==> src/hw/rtl/offload_switch_policy_core_defines.svh <==
// ----------------------------------------------------------------------------
// Offload switch policy assertion macros
// Shared concurrent assertion helpers, clocked on clk, disabled in reset.
// ----------------------------------------------------------------------------
`ifndef OFFLOAD_SWITCH_POLICY_CORE_DEFINES_SVH
`define OFFLOAD_SWITCH_POLICY_CORE_DEFINES_SVH

// Same-cycle implication.
`define OSP_ASSERT_IMPLIES(label, ante, cons, msg) \
    label: assert property (@(posedge clk) disable iff (!rst_n) (ante) |-> (cons)) \
        else $error(msg);

// Next-cycle implication.
`define OSP_ASSERT_NEXT(label, ante, cons, msg) \
    label: assert property (@(posedge clk) disable iff (!rst_n) (ante) |=> (cons)) \
        else $error(msg);

`endif

==> src/hw/rtl/osp_pkg.sv <==
// ----------------------------------------------------------------------------
// Offload switch policy package
// Shared widths, codes, reset values and interface structs.
// ----------------------------------------------------------------------------
`timescale 1ns / 1ps
`default_nettype none

package osp_pkg;

    localparam int PORT_W           = 16;
    localparam int LIST_COUNT_W     = 4;
    localparam int THRESH_W         = 16;
    localparam int RATIO_W          = 8;
    localparam int CFG_DATA_W       = 64;
    localparam int CFG_INDEX_W      = 3;
    localparam int ENTRIES_PER_WORD = CFG_DATA_W / PORT_W;
    localparam int MAX_LIST_ENTRIES = 2 * ENTRIES_PER_WORD;

    localparam int DEF_COUNT_WIDTH  = 32;
    localparam int DEF_LIST_ENTRIES = MAX_LIST_ENTRIES;

    localparam logic [THRESH_W-1:0] THRESH_RESET = 16'd1024;
    localparam logic [RATIO_W-1:0]  RATIO_RESET  = 8'd80;

    localparam logic [1:0] FAM_IPV4    = 2'd0;
    localparam logic [1:0] FAM_IPV6    = 2'd1;
    localparam logic [3:0] TYPE_STREAM = 4'd1;
    localparam logic [7:0] PROTO_IP    = 8'd0;
    localparam logic [7:0] PROTO_TCP   = 8'd6;

    typedef enum logic [2:0] {
        MODE_OFF_CONN  = 3'd0,
        MODE_OFF_SEND  = 3'd1,
        MODE_OFF_REL   = 3'd2,
        MODE_TCP_CONN  = 3'd3,
        MODE_TCP_RECV  = 3'd4,
        MODE_TCP_FIN   = 3'd5,
        MODE_LISTEN_RQ = 3'd6,
        MODE_CONN_RQ   = 3'd7
    } mode_t;

    typedef enum logic [CFG_INDEX_W-1:0] {
        CFG_BLACK_LO   = 3'd0,
        CFG_BLACK_HI   = 3'd1,
        CFG_WHITE_LO   = 3'd2,
        CFG_WHITE_HI   = 3'd3,
        CFG_BLACK_CNT  = 3'd4,
        CFG_WHITE_CNT  = 3'd5,
        CFG_THRESHOLD  = 3'd6,
        CFG_SEND_RATIO = 3'd7
    } cfg_idx_t;

    typedef struct packed {
        logic [LIST_COUNT_W-1:0] black_count;
        logic [LIST_COUNT_W-1:0] white_count;
        logic [THRESH_W-1:0]     conn_threshold;
        logic [RATIO_W-1:0]      send_ratio;
    } cfg_t;

    typedef struct packed {
        logic enabled;       // flag before this transaction
        logic enabled_next;  // flag after this transaction
        logic flipped;
    } policy_status_t;

endpackage

`default_nettype wire

==> src/hw/rtl/offload_switch_policy_core.sv <==
// ----------------------------------------------------------------------------
// Offload switch policy core
// Event counting, offload mode switching and per-request accelerate decision.
// ----------------------------------------------------------------------------
// Usage:
//   Input channel (in_valid/in_ready) carries one event per transaction:
//   mode, port, family, sock_type, protocol. Every event yields exactly one
//   result transaction on the output channel (out_valid/out_ready):
//   accelerate, offload_on and mode_flipped.
//   Configuration is a separate write channel (cfg_valid/cfg_ready,
//   cfg_index, cfg_data); cfg_ready is always high. Write it only while the
//   block is idle.
//   Accept loads the input register, then the result register (out_valid).
//   Throughput: one transaction per cycle while out_ready is high.
//   Reset: offload on, all counters zero, lists empty, threshold 1024,
//   ratio 80; both pipeline registers empty.
//   Stall: while the result register holds an untaken result, the input
//   register still accepts one more transaction, then in_ready drops until
//   the receiver takes the result.
// ----------------------------------------------------------------------------
`timescale 1ns / 1ps
`default_nettype none

`include "offload_switch_policy_core_defines.svh"

module offload_switch_policy_core #(
    parameter int COUNT_WIDTH  = osp_pkg::DEF_COUNT_WIDTH,
    parameter int LIST_ENTRIES = osp_pkg::DEF_LIST_ENTRIES
) (
    input  wire logic                             clk,
    input  wire logic                             rst_n,
    // configuration write channel
    input  wire logic                             cfg_valid,
    output logic                                  cfg_ready,
    input  wire logic [osp_pkg::CFG_INDEX_W-1:0]  cfg_index,
    input  wire logic [osp_pkg::CFG_DATA_W-1:0]   cfg_data,
    // event channel
    input  wire logic                             in_valid,
    output logic                                  in_ready,
    input  wire logic [2:0]                       mode,
    input  wire logic [osp_pkg::PORT_W-1:0]       port,
    input  wire logic [1:0]                       family,
    input  wire logic [3:0]                       sock_type,
    input  wire logic [7:0]                       protocol,
    // result channel
    output logic                                  out_valid,
    input  wire logic                             out_ready,
    output logic                                  accelerate,
    output logic                                  offload_on,
    output logic                                  mode_flipped
);
    import osp_pkg::*;

    cfg_t              cfg;
    logic [PORT_W-1:0] black_ports [LIST_ENTRIES];
    logic [PORT_W-1:0] white_ports [LIST_ENTRIES];

    // Input register stage
    logic              item_valid_reg;
    mode_t             mode_reg;
    logic [PORT_W-1:0] port_reg;
    logic [1:0]        family_reg;
    logic [3:0]        sock_type_reg;
    logic [7:0]        protocol_reg;

    // Result register stage
    logic out_valid_reg;
    logic accelerate_reg;
    logic offload_on_reg;
    logic flipped_reg;

    logic           in_fire;
    logic           step;
    logic           port_ok;
    logic           sock_ok;
    logic           is_request;
    logic           acc_next;
    policy_status_t status;

    assign cfg_ready = 1'b1;

    // The stored item moves into the result register whenever that register
    // is empty or being drained this cycle.
    assign step     = item_valid_reg && (!out_valid_reg || out_ready);
    assign in_ready = !item_valid_reg || step;
    assign in_fire  = in_valid && in_ready;

    osp_cfg_regs #(
        .LIST_ENTRIES (LIST_ENTRIES)
    ) u_cfg (
        .clk         (clk),
        .rst_n       (rst_n),
        .wr_en       (cfg_valid && cfg_ready),
        .wr_index    (cfg_index),
        .wr_data     (cfg_data),
        .cfg         (cfg),
        .black_ports (black_ports),
        .white_ports (white_ports)
    );

    osp_port_filter #(
        .LIST_ENTRIES (LIST_ENTRIES)
    ) u_filter (
        .port        (port_reg),
        .black_count (cfg.black_count),
        .white_count (cfg.white_count),
        .black_ports (black_ports),
        .white_ports (white_ports),
        .allowed     (port_ok)
    );

    osp_policy #(
        .COUNT_WIDTH (COUNT_WIDTH)
    ) u_policy (
        .clk    (clk),
        .rst_n  (rst_n),
        .step   (step),
        .mode   (mode_reg),
        .cfg    (cfg),
        .status (status)
    );

    // Request decision: stream socket over IPv4/IPv6 with TCP or IP protocol;
    // connect requests additionally need offload on (flag before the event).
    assign is_request = (mode_reg == MODE_LISTEN_RQ) || (mode_reg == MODE_CONN_RQ);
    assign sock_ok    = ((family_reg == FAM_IPV4) || (family_reg == FAM_IPV6))
                     && (sock_type_reg == TYPE_STREAM)
                     && ((protocol_reg == PROTO_TCP) || (protocol_reg == PROTO_IP))
                     && !((mode_reg == MODE_CONN_RQ) && !status.enabled);
    assign acc_next   = is_request && sock_ok && port_ok;

    always_ff @(posedge clk or negedge rst_n) begin
        if (!rst_n)
        begin
            item_valid_reg <= 1'b0;
        end
        else if (in_fire)
        begin
            item_valid_reg <= 1'b1;
        end
        else if (step)
        begin
            item_valid_reg <= 1'b0;
        end
    end

    // Payload registers: no reset needed.
    always_ff @(posedge clk) begin
        if (in_fire)
        begin
            mode_reg      <= mode_t'(mode);
            port_reg      <= port;
            family_reg    <= family;
            sock_type_reg <= sock_type;
            protocol_reg  <= protocol;
        end
    end

    always_ff @(posedge clk or negedge rst_n) begin
        if (!rst_n)
        begin
            out_valid_reg <= 1'b0;
        end
        else if (step)
        begin
            out_valid_reg <= 1'b1;
        end
        else if (out_ready)
        begin
            out_valid_reg <= 1'b0;
        end
    end

    always_ff @(posedge clk) begin
        if (step)
        begin
            accelerate_reg <= acc_next;
            offload_on_reg <= status.enabled_next;
            flipped_reg    <= status.flipped;
        end
    end

    assign out_valid    = out_valid_reg;
    assign accelerate   = accelerate_reg;
    assign offload_on   = offload_on_reg;
    assign mode_flipped = flipped_reg;

    // ------------------------------------------------------------------
    // Assertions
    // ------------------------------------------------------------------
    // Only a release or fin transaction can change the offload flag.
    `OSP_ASSERT_IMPLIES(a_flip_only_on_check, step && status.flipped,
        (mode_reg == MODE_OFF_REL) || (mode_reg == MODE_TCP_FIN),
        "offload flag changed on a non-check event")
    // Counter events never request acceleration.
    `OSP_ASSERT_IMPLIES(a_acc_only_request, step && acc_next,
        (mode_reg == MODE_LISTEN_RQ) || (mode_reg == MODE_CONN_RQ),
        "accelerate set on a counter event")
    // A held item is not dropped while the result side stalls.
    `OSP_ASSERT_NEXT(a_item_kept, item_valid_reg && !step, item_valid_reg,
        "held transaction lost during stall")
    // A stalled result keeps its flag value.
    `OSP_ASSERT_NEXT(a_result_held, out_valid_reg && !out_ready,
        out_valid_reg && $stable(offload_on_reg) && $stable(flipped_reg),
        "stalled result changed")

endmodule

`default_nettype wire

==> src/hw/rtl/osp_cfg_regs.sv <==
// ----------------------------------------------------------------------------
// Offload switch policy configuration registers
// Port lists, list counts, threshold and send ratio.
// ----------------------------------------------------------------------------
`timescale 1ns / 1ps
`default_nettype none

module osp_cfg_regs #(
    parameter int LIST_ENTRIES = osp_pkg::DEF_LIST_ENTRIES
) (
    input  wire logic                             clk,
    input  wire logic                             rst_n,
    input  wire logic                             wr_en,
    input  wire logic [osp_pkg::CFG_INDEX_W-1:0]  wr_index,
    input  wire logic [osp_pkg::CFG_DATA_W-1:0]   wr_data,
    output osp_pkg::cfg_t                         cfg,
    output logic [osp_pkg::PORT_W-1:0]            black_ports [LIST_ENTRIES],
    output logic [osp_pkg::PORT_W-1:0]            white_ports [LIST_ENTRIES]
);
    import osp_pkg::*;

    cfg_idx_t wr_idx;
    cfg_t     cfg_reg;

    assign wr_idx = cfg_idx_t'(wr_index);
    assign cfg    = cfg_reg;

    always_ff @(posedge clk or negedge rst_n) begin
        if (!rst_n)
        begin
            cfg_reg.black_count    <= '0;
            cfg_reg.white_count    <= '0;
            cfg_reg.conn_threshold <= THRESH_RESET;
            cfg_reg.send_ratio     <= RATIO_RESET;
        end
        else if (wr_en)
        begin
            unique case (wr_idx)
                CFG_BLACK_CNT:  cfg_reg.black_count    <= wr_data[LIST_COUNT_W-1:0];
                CFG_WHITE_CNT:  cfg_reg.white_count    <= wr_data[LIST_COUNT_W-1:0];
                CFG_THRESHOLD:  cfg_reg.conn_threshold <= wr_data[THRESH_W-1:0];
                CFG_SEND_RATIO: cfg_reg.send_ratio     <= wr_data[RATIO_W-1:0];
                default: ;
            endcase
        end
    end

    // Every list entry is stored; entry i sits in the lo or hi word.
    for (genvar i = 0; i < LIST_ENTRIES; i++) begin : g_entry
        localparam cfg_idx_t BLACK_IDX = (i < ENTRIES_PER_WORD) ? CFG_BLACK_LO : CFG_BLACK_HI;
        localparam cfg_idx_t WHITE_IDX = (i < ENTRIES_PER_WORD) ? CFG_WHITE_LO : CFG_WHITE_HI;
        localparam int       SHIFT     = PORT_W * (i % ENTRIES_PER_WORD);

        logic [PORT_W-1:0] black_reg;
        logic [PORT_W-1:0] white_reg;

        always_ff @(posedge clk or negedge rst_n) begin
            if (!rst_n)
            begin
                black_reg <= '0;
                white_reg <= '0;
            end
            else if (wr_en)
            begin
                if (wr_idx == BLACK_IDX)
                begin
                    black_reg <= wr_data[SHIFT +: PORT_W];
                end
                if (wr_idx == WHITE_IDX)
                begin
                    white_reg <= wr_data[SHIFT +: PORT_W];
                end
            end
        end

        assign black_ports[i] = black_reg;
        assign white_ports[i] = white_reg;
    end

endmodule

`default_nettype wire

==> src/hw/rtl/osp_port_filter.sv <==
// ----------------------------------------------------------------------------
// Offload switch policy port filter
// Parallel blacklist / whitelist match on one port.
// ----------------------------------------------------------------------------
`timescale 1ns / 1ps
`default_nettype none

module osp_port_filter #(
    parameter int LIST_ENTRIES = osp_pkg::DEF_LIST_ENTRIES
) (
    input  wire logic [osp_pkg::PORT_W-1:0]        port,
    input  wire logic [osp_pkg::LIST_COUNT_W-1:0]  black_count,
    input  wire logic [osp_pkg::LIST_COUNT_W-1:0]  white_count,
    input  wire logic [osp_pkg::PORT_W-1:0]        black_ports [LIST_ENTRIES],
    input  wire logic [osp_pkg::PORT_W-1:0]        white_ports [LIST_ENTRIES],
    output logic                                   allowed
);
    import osp_pkg::*;

    logic [LIST_ENTRIES-1:0] black_hit;
    logic [LIST_ENTRIES-1:0] white_hit;

    // Count above LIST_ENTRIES simply enables every stored entry.
    for (genvar i = 0; i < LIST_ENTRIES; i++) begin : g_cmp
        localparam logic [LIST_COUNT_W-1:0] IDX = LIST_COUNT_W'(i);
        assign black_hit[i] = (IDX < black_count) && (black_ports[i] == port);
        assign white_hit[i] = (IDX < white_count) && (white_ports[i] == port);
    end

    always_comb begin
        if (black_count != '0)
        begin
            allowed = ~(|black_hit);
        end
        else if (white_count != '0)
        begin
            allowed = |white_hit;
        end
        else
        begin
            allowed = 1'b1;
        end
    end

endmodule

`default_nettype wire

==> src/hw/rtl/osp_policy.sv <==
// ----------------------------------------------------------------------------
// Offload switch policy counters and mode flag
// Saturating event counters, threshold check and ratio compare.
// ----------------------------------------------------------------------------
`timescale 1ns / 1ps
`default_nettype none

module osp_policy #(
    parameter int COUNT_WIDTH = osp_pkg::DEF_COUNT_WIDTH
) (
    input  wire logic                    clk,
    input  wire logic                    rst_n,
    input  wire logic                    step,
    input  wire osp_pkg::mode_t          mode,
    input  wire osp_pkg::cfg_t           cfg,
    output osp_pkg::policy_status_t      status
);
    import osp_pkg::*;

    localparam int PW = COUNT_WIDTH + RATIO_W;

    function automatic logic [COUNT_WIDTH-1:0] sat_inc(input logic [COUNT_WIDTH-1:0] v);
        sat_inc = (&v) ? v : v + 1'b1;
    endfunction

    logic                   enabled_reg,  enabled_next;
    logic [COUNT_WIDTH-1:0] off_conn_reg, off_conn_next;
    logic [COUNT_WIDTH-1:0] off_send_reg, off_send_next;
    logic [COUNT_WIDTH-1:0] off_rel_reg,  off_rel_next;
    logic [COUNT_WIDTH-1:0] pl_conn_reg,  pl_conn_next;
    logic [COUNT_WIDTH-1:0] pl_recv_reg,  pl_recv_next;
    logic [COUNT_WIDTH-1:0] pl_fin_reg,   pl_fin_next;

    logic [COUNT_WIDTH-1:0] rel_inc, fin_inc, thr_ext, mul_conn, half;
    logic [PW-1:0]          product, half_ext;

    assign rel_inc  = sat_inc(off_rel_reg);
    assign fin_inc  = sat_inc(pl_fin_reg);
    assign thr_ext  = COUNT_WIDTH'(cfg.conn_threshold);

    // One multiplier shared by the release and fin checks.
    assign mul_conn = (mode == MODE_OFF_REL) ? off_conn_reg : pl_conn_reg;
    assign half     = (mode == MODE_OFF_REL) ? (off_send_reg >> 1) : (pl_recv_reg >> 1);
    assign product  = PW'(mul_conn) * PW'(cfg.send_ratio);
    assign half_ext = PW'(half);

    always_comb begin
        enabled_next  = enabled_reg;
        off_conn_next = off_conn_reg;
        off_send_next = off_send_reg;
        off_rel_next  = off_rel_reg;
        pl_conn_next  = pl_conn_reg;
        pl_recv_next  = pl_recv_reg;
        pl_fin_next   = pl_fin_reg;
        if (step)
        begin
            case (mode)
                MODE_OFF_CONN:
                begin
                    if (enabled_reg) off_conn_next = sat_inc(off_conn_reg);
                end
                MODE_OFF_SEND:
                begin
                    if (enabled_reg) off_send_next = sat_inc(off_send_reg);
                end
                MODE_OFF_REL:
                begin
                    if (enabled_reg)
                    begin
                        off_rel_next = rel_inc;
                        if ((off_conn_reg > thr_ext) && (rel_inc >= thr_ext))
                        begin
                            if (product > half_ext) enabled_next = 1'b0;
                            off_conn_next = '0;
                            off_send_next = '0;
                            off_rel_next  = '0;
                        end
                    end
                end
                MODE_TCP_CONN:
                begin
                    if (!enabled_reg) pl_conn_next = sat_inc(pl_conn_reg);
                end
                MODE_TCP_RECV:
                begin
                    if (!enabled_reg) pl_recv_next = sat_inc(pl_recv_reg);
                end
                MODE_TCP_FIN:
                begin
                    if (!enabled_reg)
                    begin
                        pl_fin_next = fin_inc;
                        if ((pl_conn_reg > thr_ext) && (fin_inc >= thr_ext))
                        begin
                            if (product < half_ext) enabled_next = 1'b1;
                            pl_conn_next = '0;
                            pl_recv_next = '0;
                            pl_fin_next  = '0;
                        end
                    end
                end
                default: ;
            endcase
        end
    end

    always_ff @(posedge clk or negedge rst_n) begin
        if (!rst_n)
        begin
            enabled_reg  <= 1'b1;
            off_conn_reg <= '0;
            off_send_reg <= '0;
            off_rel_reg  <= '0;
            pl_conn_reg  <= '0;
            pl_recv_reg  <= '0;
            pl_fin_reg   <= '0;
        end
        else
        begin
            enabled_reg  <= enabled_next;
            off_conn_reg <= off_conn_next;
            off_send_reg <= off_send_next;
            off_rel_reg  <= off_rel_next;
            pl_conn_reg  <= pl_conn_next;
            pl_recv_reg  <= pl_recv_next;
            pl_fin_reg   <= pl_fin_next;
        end
    end

    assign status.enabled      = enabled_reg;
    assign status.enabled_next = enabled_next;
    assign status.flipped      = enabled_next != enabled_reg;

endmodule

`default_nettype wire
==> config.mk <==
export PLATFORM = sky130hd
export DESIGN_NAME = offload_switch_policy_core
export DESIGN_NICKNAME = d
export VERILOG_FILES = /design/src/hw/rtl/osp_pkg.sv /design/src/hw/rtl/offload_switch_policy_core.sv /design/src/hw/rtl/osp_cfg_regs.sv /design/src/hw/rtl/osp_port_filter.sv /design/src/hw/rtl/osp_policy.sv
export VERILOG_INCLUDE_DIRS = /design/src /design/src/hw/rtl
export SDC_FILE = /design/constraint.sdc
export NUM_CORES = 2
export LEC_CHECK = 0
export BUFFER_PORTS_ARGS = -buffer_cell sky130_fd_sc_hd__buf_4
export CORE_MARGIN = 5
export CORE_UTILIZATION = 40
export CTS_BUF_LIST = sky130_fd_sc_hd__clkbuf_2 sky130_fd_sc_hd__clkbuf_4 sky130_fd_sc_hd__clkbuf_8
export CTS_CLUSTER_SIZE = 25
export DETAILED_ROUTE_END_ITERATION = 10
export PLACE_DENSITY = 0.58
export SLEW_MARGIN = 20
export SYNTH_ARGS = -nofsm -noshare
export SYNTH_HDL_FRONTEND = slang
export SYNTH_HIERARCHICAL = 1
export SYNTH_SLANG_ARGS = --single-unit
==> constraint.sdc <==
create_clock -name clk -period 7.9 [get_ports clk]
set_clock_uncertainty 0.2 [all_clocks]
set_input_delay 0.79 -clock clk [delete_from_list [all_inputs] [get_ports clk]]
set_output_delay 0.79 -clock clk [all_outputs]
set_load 0.05 [all_outputs]
== Word-level counts from Yosys, hierarchy flattened ==
Cells that the tools add are included.
Widths: inputs -> output; s select.
Word-level totals
  bits in registers: 519
  output and inout port bits: 6
Cells by class
  add/subtract/negate cells: 6
  multipliers: 1
  magnitude comparators: 22
  equal/unequal tests: 46
  mux-type cells: 36
  bitwise logic cells: 2
  reduce and logical (&&, ||, !) cells: 69
Operators by type and width (count)
  $mux 32: 17
  $eq 16x16->1: 16
  $pmux 32 s2: 4
  $add 32x1->32 const B: 6
  $reduce_and 32->1: 6
  $ge 32x16->1: 2
  $gt 32x16->1: 2
  $gt 40x32->1: 1
  $lt 40x32->1: 1
  $mul 32x8->40: 1
  $lt 3x4->1 const A: 8
  $mux 31: 1
  $logic_and 1x1->1: 26
  $eq 3x3->1 const B: 8
  $reduce_and 6->1: 4
  $lt 1x4->1 const A: 4
  $lt 2x4->1 const A: 4
  $ne 2x2->1 const B: 8
  $reduce_and 2->1: 8
  $reduce_or 8->1: 2
  $mux 1: 13
  $eq 3x2->1 const B: 4
  $reduce_bool 2->1: 6
  $eq 8x3->1 const B: 1
  14 further kinds: 29

== Logic depth before layout (Yosys ltp) ==
  word-level depth: 10
  gate-level depth with buffers: 36
  depth with buffers taken out: 32

== By module ==
The synthesis kept the hierarchy.
Modules (own cells, without submodules)
  osp_policy: instances 1, cells an instance 2765, area each 23038.3 um^2, sequential area each 4830.9 um^2
  osp_cfg_regs: instances 1, cells an instance 617, area each 10852.9 um^2, sequential area each 7210.7 um^2
  osp_port_filter: instances 1, cells an instance 403, area each 3304.4 um^2, sequential area each 0.0 um^2
  offload_switch_policy_core: instances 1, cells an instance 53, area each 1221.2 um^2, sequential area each 1101.1 um^2

== Worst setup path after synthesis ==
OpenSTA, ideal clock, no wires.
  path kind: reg2reg
  start point: register mode_reg[0]
  end point: register offload_on_reg, in the netlist offload_on, data pin
  library setup time: 0.126 ns
  arrival time: 7.930 ns
  required time: 7.574 ns
  setup slack: -0.356 ns
  cell stages (with the launch flop): 33
  path buffers: 5
  clock period less this slack: 8.256 ns
  cell sequence: edfxtp_1 clkbuf_1 nor2_1 buf_1 buf_1 mux2i_1 nor2b_1 fa_1 fa_1 fa_1 inv_1 fa_1 inv_1 ha_1 clkbuf_1 nand4_1 nor2_1 a2111oi_0 a211oi_1 nor2_1 xnor2_1 ha_1 a21o_1 a21o_1 a21oi_1 nor2b_1 o21ai_0 nand2b_1 a221o_1 nor2_1 o211ai_1 o211ai_1 buf_4
On the way
  cells in the longest elaborated chain, start to end: 9
RTL lines
  start, declared: RTL line offload_switch_policy_core.sv:60  | mode_t mode_reg;
  start signal, assigned: RTL line offload_switch_policy_core.sv:151  | mode_reg <= mode_t'(mode);
  $eq 3x2->1: RTL line osp_policy.sv:42, osp_policy.sv:43, osp_policy.sv:57
  $mux 32: RTL line osp_policy.sv:42  | assign mul_conn = (mode == MODE_OFF_REL) ? off_conn_reg : pl_conn_reg;
  $mul 32x8->40: RTL line osp_policy.sv:44  | assign product = PW'(mul_conn) * PW'(cfg.send_ratio);
  $lt 40x32->1 or $gt 40x32->1 (tied branches): RTL line osp_policy.sv:95, osp_policy.sv:73
  $mux 1 (on tied branches): RTL line osp_policy.sv:95, osp_policy.sv:73
  $mux 1 (on tied branches): RTL line osp_policy.sv:93, osp_policy.sv:71
  $mux 1 (on tied branches): RTL line osp_policy.sv:90, osp_policy.sv:68
  $pmux 1 s2 (*): RTL line osp_policy.sv:57  | case (mode)
  $mux 1 (*): RTL line osp_policy.sv:55  | if (step)
  net u_policy.enabled_next: RTL line osp_policy.sv:26  | logic enabled_reg, enabled_next;
  end signal, assigned: RTL line offload_switch_policy_core.sv:178  | offload_on_reg <= status.enabled_next;
  end, declared: RTL line offload_switch_policy_core.sv:69  | logic offload_on_reg;
Mark *: on every way through the listed nets, which the timed path passes. The rest lies on a longest branch.
A chain may end at the register's enable or synchronous reset.

==> reports/qor.yml <==
pin_count: 111
critPathBufInv: 6
worstSetupPathType: "reg2reg"
cts_sinks: 518
fillers: 9077
cp_common_cell: "fa_1"
pwr-share-seq_pct: 44.4
layoutNonFillerInstCount: 5319
switching_share_pct: 30.2
drt_pass1_iterations: 5
final_layout_size_suffix_gt1_share_pct: 12.7
viasPerCell: 5.47
min_from: "protocol[5]"
ys.flop_type: "dfrtp_1"
worst-path-max-fanout: 7
max_freq_mhz: 131
status: "completed"
maxCapViolations: 0
cts_buffers: 92
gp_routability_congestion: 0.860
io_buffers: 108
drt-total-wl_mm: 104
grt_pass1_wl_mm: 166
power.leakage_nw: 18.7
initial_core_util_pct: 40.4
clk_pin_slew_ns: 0.06
htree_levels: 3
clock_latency_ns: 0.75
wl_per_cell_um: 19.6
cts_buffer_depth: 3
drt_iter0_drc: 1926
place_inst: 5108
antenna_left: 0
syn_area_um2: 38400
slowest_delay_ns: 0.57
dp_hpwl_mm: 74.1
endpoint: "offload_on"
slew_violations: 0
dieArea_um2: 102000
cts_root_buf: "clkbuf_8"
hold_violations: 0
cts_tree: "yes"
synth_fp_nets: 4284
pwr_density_cell_nw_per_um2: 176
min_period_ns: 7.61
yosysWarnings: 6
r2r_end: "offload_on"
crit_start: "mode_reg[2]"
grt_util_all_layers_pct: 20.1
synth_cells: 3838
synth_edf_count: 35
std_cell_rows: 113
power.total_w: 0.00758
worst_pin_slew_ns: 1.12
fin_crit_sh_pct: 96.4
setup_viol: 0
grt_pass1_vias: 29300
cpLargestDelayFamily: "adder cells"
final_net_count: 4420
final_cell_mix: "479 x dfrtp_1, 268 x nand2_1, 262 x mux2_1"
cp.required_ns: 8.22
switchingPower_w: 0.00229
power_frac_comb_pct: 19.3
ys_types: 92
dieWidth_um: 320
pwr-share-clk_pct: 36.3
reg2reg_depth: 31
grt_antenna_before_repair: 5
layout_commonest_cell: "dfrtp_1"
r2r_slack_ns: 0.29
die_y_um: 320
core_area_um2: 95200
utilization_pct: 45.3
timing.rr.start: "mode_reg[2]"
crit_path_top_delay_cell: "fa_1"
grt_start_max_net_pins: 149
ys_ff_latch: 518
overflow: 0
syn2layout_area_growth_pct: 12.3
p_int_w: 0.00529
ir_drop_mv: 0.167
async_flop_share_pct: 93.2
end_kind: "flip-flop"
cp-start-kind: "flip-flop"
relSlewSlack_pct: 25.4
ys_seq_area_share_pct: 34.2
arrival_ns: 7.93
via_count: 29100
hp-class: "in2reg"
avgSynthCellArea_um2: 10.0
drc_errors: 0
cp.depth: 31
## stage by stage
step | worst slack [ns] | hold WS, ns | TNS [ns] | instance area [um2]
after floorplan | 0.0355 | 0.249 | 0 | 38400
after global placement | -0.178 | 0.263 | -0.400 | 40500
after detailed placement | -0.329 | 0.276 | -0.871 | 40500
after CTS | 0.0609 | 0.000320 | 0 | 42700
after global routing | -0.0590 | 0.0120 | -0.0590 | 43100
final | 0.285 | 0.0600 | 0 | 43100
## cell type report
type / count / area [um2] / area share (%)
clock inverter: 25 / 251 / 0.583
antenna: 5 / 12.5 / 0.0290
tap: 1265 / 1580 / 3.67
clock buffer: 144 / 1780 / 4.13
inverter: 246 / 923 / 2.14
sequential: 518 / 13100 / 30.5
multi-input combinational: 2864 / 23400 / 54.2
timing repair buffer: 252 / 2040 / 4.74
## worst min-delay path by stage
stage / slack [ns] / depth (start not counted) / to
finish: 0.06 / 1 / protocol_reg[5]
global route: 0.01 / 1 / protocol_reg[1]
CTS: 0.0003 / 1 / mode_reg[1]
detailed placement: 0.28 / 1 / out_valid
global placement: 0.26 / 1 / out_valid
floorplan: 0.25 / 1 / out_valid
## per-layer routing
metal	wire length, um	vias to the layer above	GRT usage (%)
li1	-	13700	-
met1	48500	14600	28.2
met2	48000	661	32.5
met3	5830	123	3.65
met4	1790	0	4.49
met5	0	-	0
## cell usage after synthesis (61+ instances only)
cell	instances	area share (%)
a21o_1	63	1.2
a21oi_1	158	2.1
clkbuf_1	103	1.0
dfrtp_1	479	31
fa_1	180	9.4
ha_1	161	5.2
inv_1	246	2.4
mux2_1	262	7.7
mux2i_1	61	1.6
nand2_1	269	2.6
nand3_1	104	1.4
nand4_1	127	2.1
nor2_1	141	1.4
nor2b_1	175	2.8
o21ai_0	145	1.9
or3_1	64	1.0
xnor2_1	240	5.5
xor2_1	119	2.7
## logic make-up after synthesis
logic type / after synthesis / share of synthesized area (%)
AND/OR/NAND/NOR: 1220 / 17.4
AO/OA/AOI/OAI: 588 / 9.72
flip-flops: 518 / 34.2
buffers and inverters: 456 / 5.62
XOR/XNOR: 360 / 8.23
multiplexers: 354 / 10.2
adder cells (fa/ha/maj): 341 / 14.6
other: 1 / 0.00976
## power by group through the flow
stage	logic, W	registers (W)	clock network (W)
finish	0.00147	0.00336	0.00275
global route	0.00162	0.00341	0.00295
detailed placement	0.00144	0.00340	0
CTS	0.00146	0.00336	0.00284
global placement	0.00142	0.00339	0
floorplan	0.00105	0.00330	0
## repair_timing
item,CTS,global route
pin swaps,0,17
gates cloned,0,2
gates resized for setup,4,45
buffers inserted,0,17
hold endpoints to repair,89,0
hold buffers,17,0
setup endpoints to repair,3,3
No activity file was read; power rests on OpenSTA's default activity.
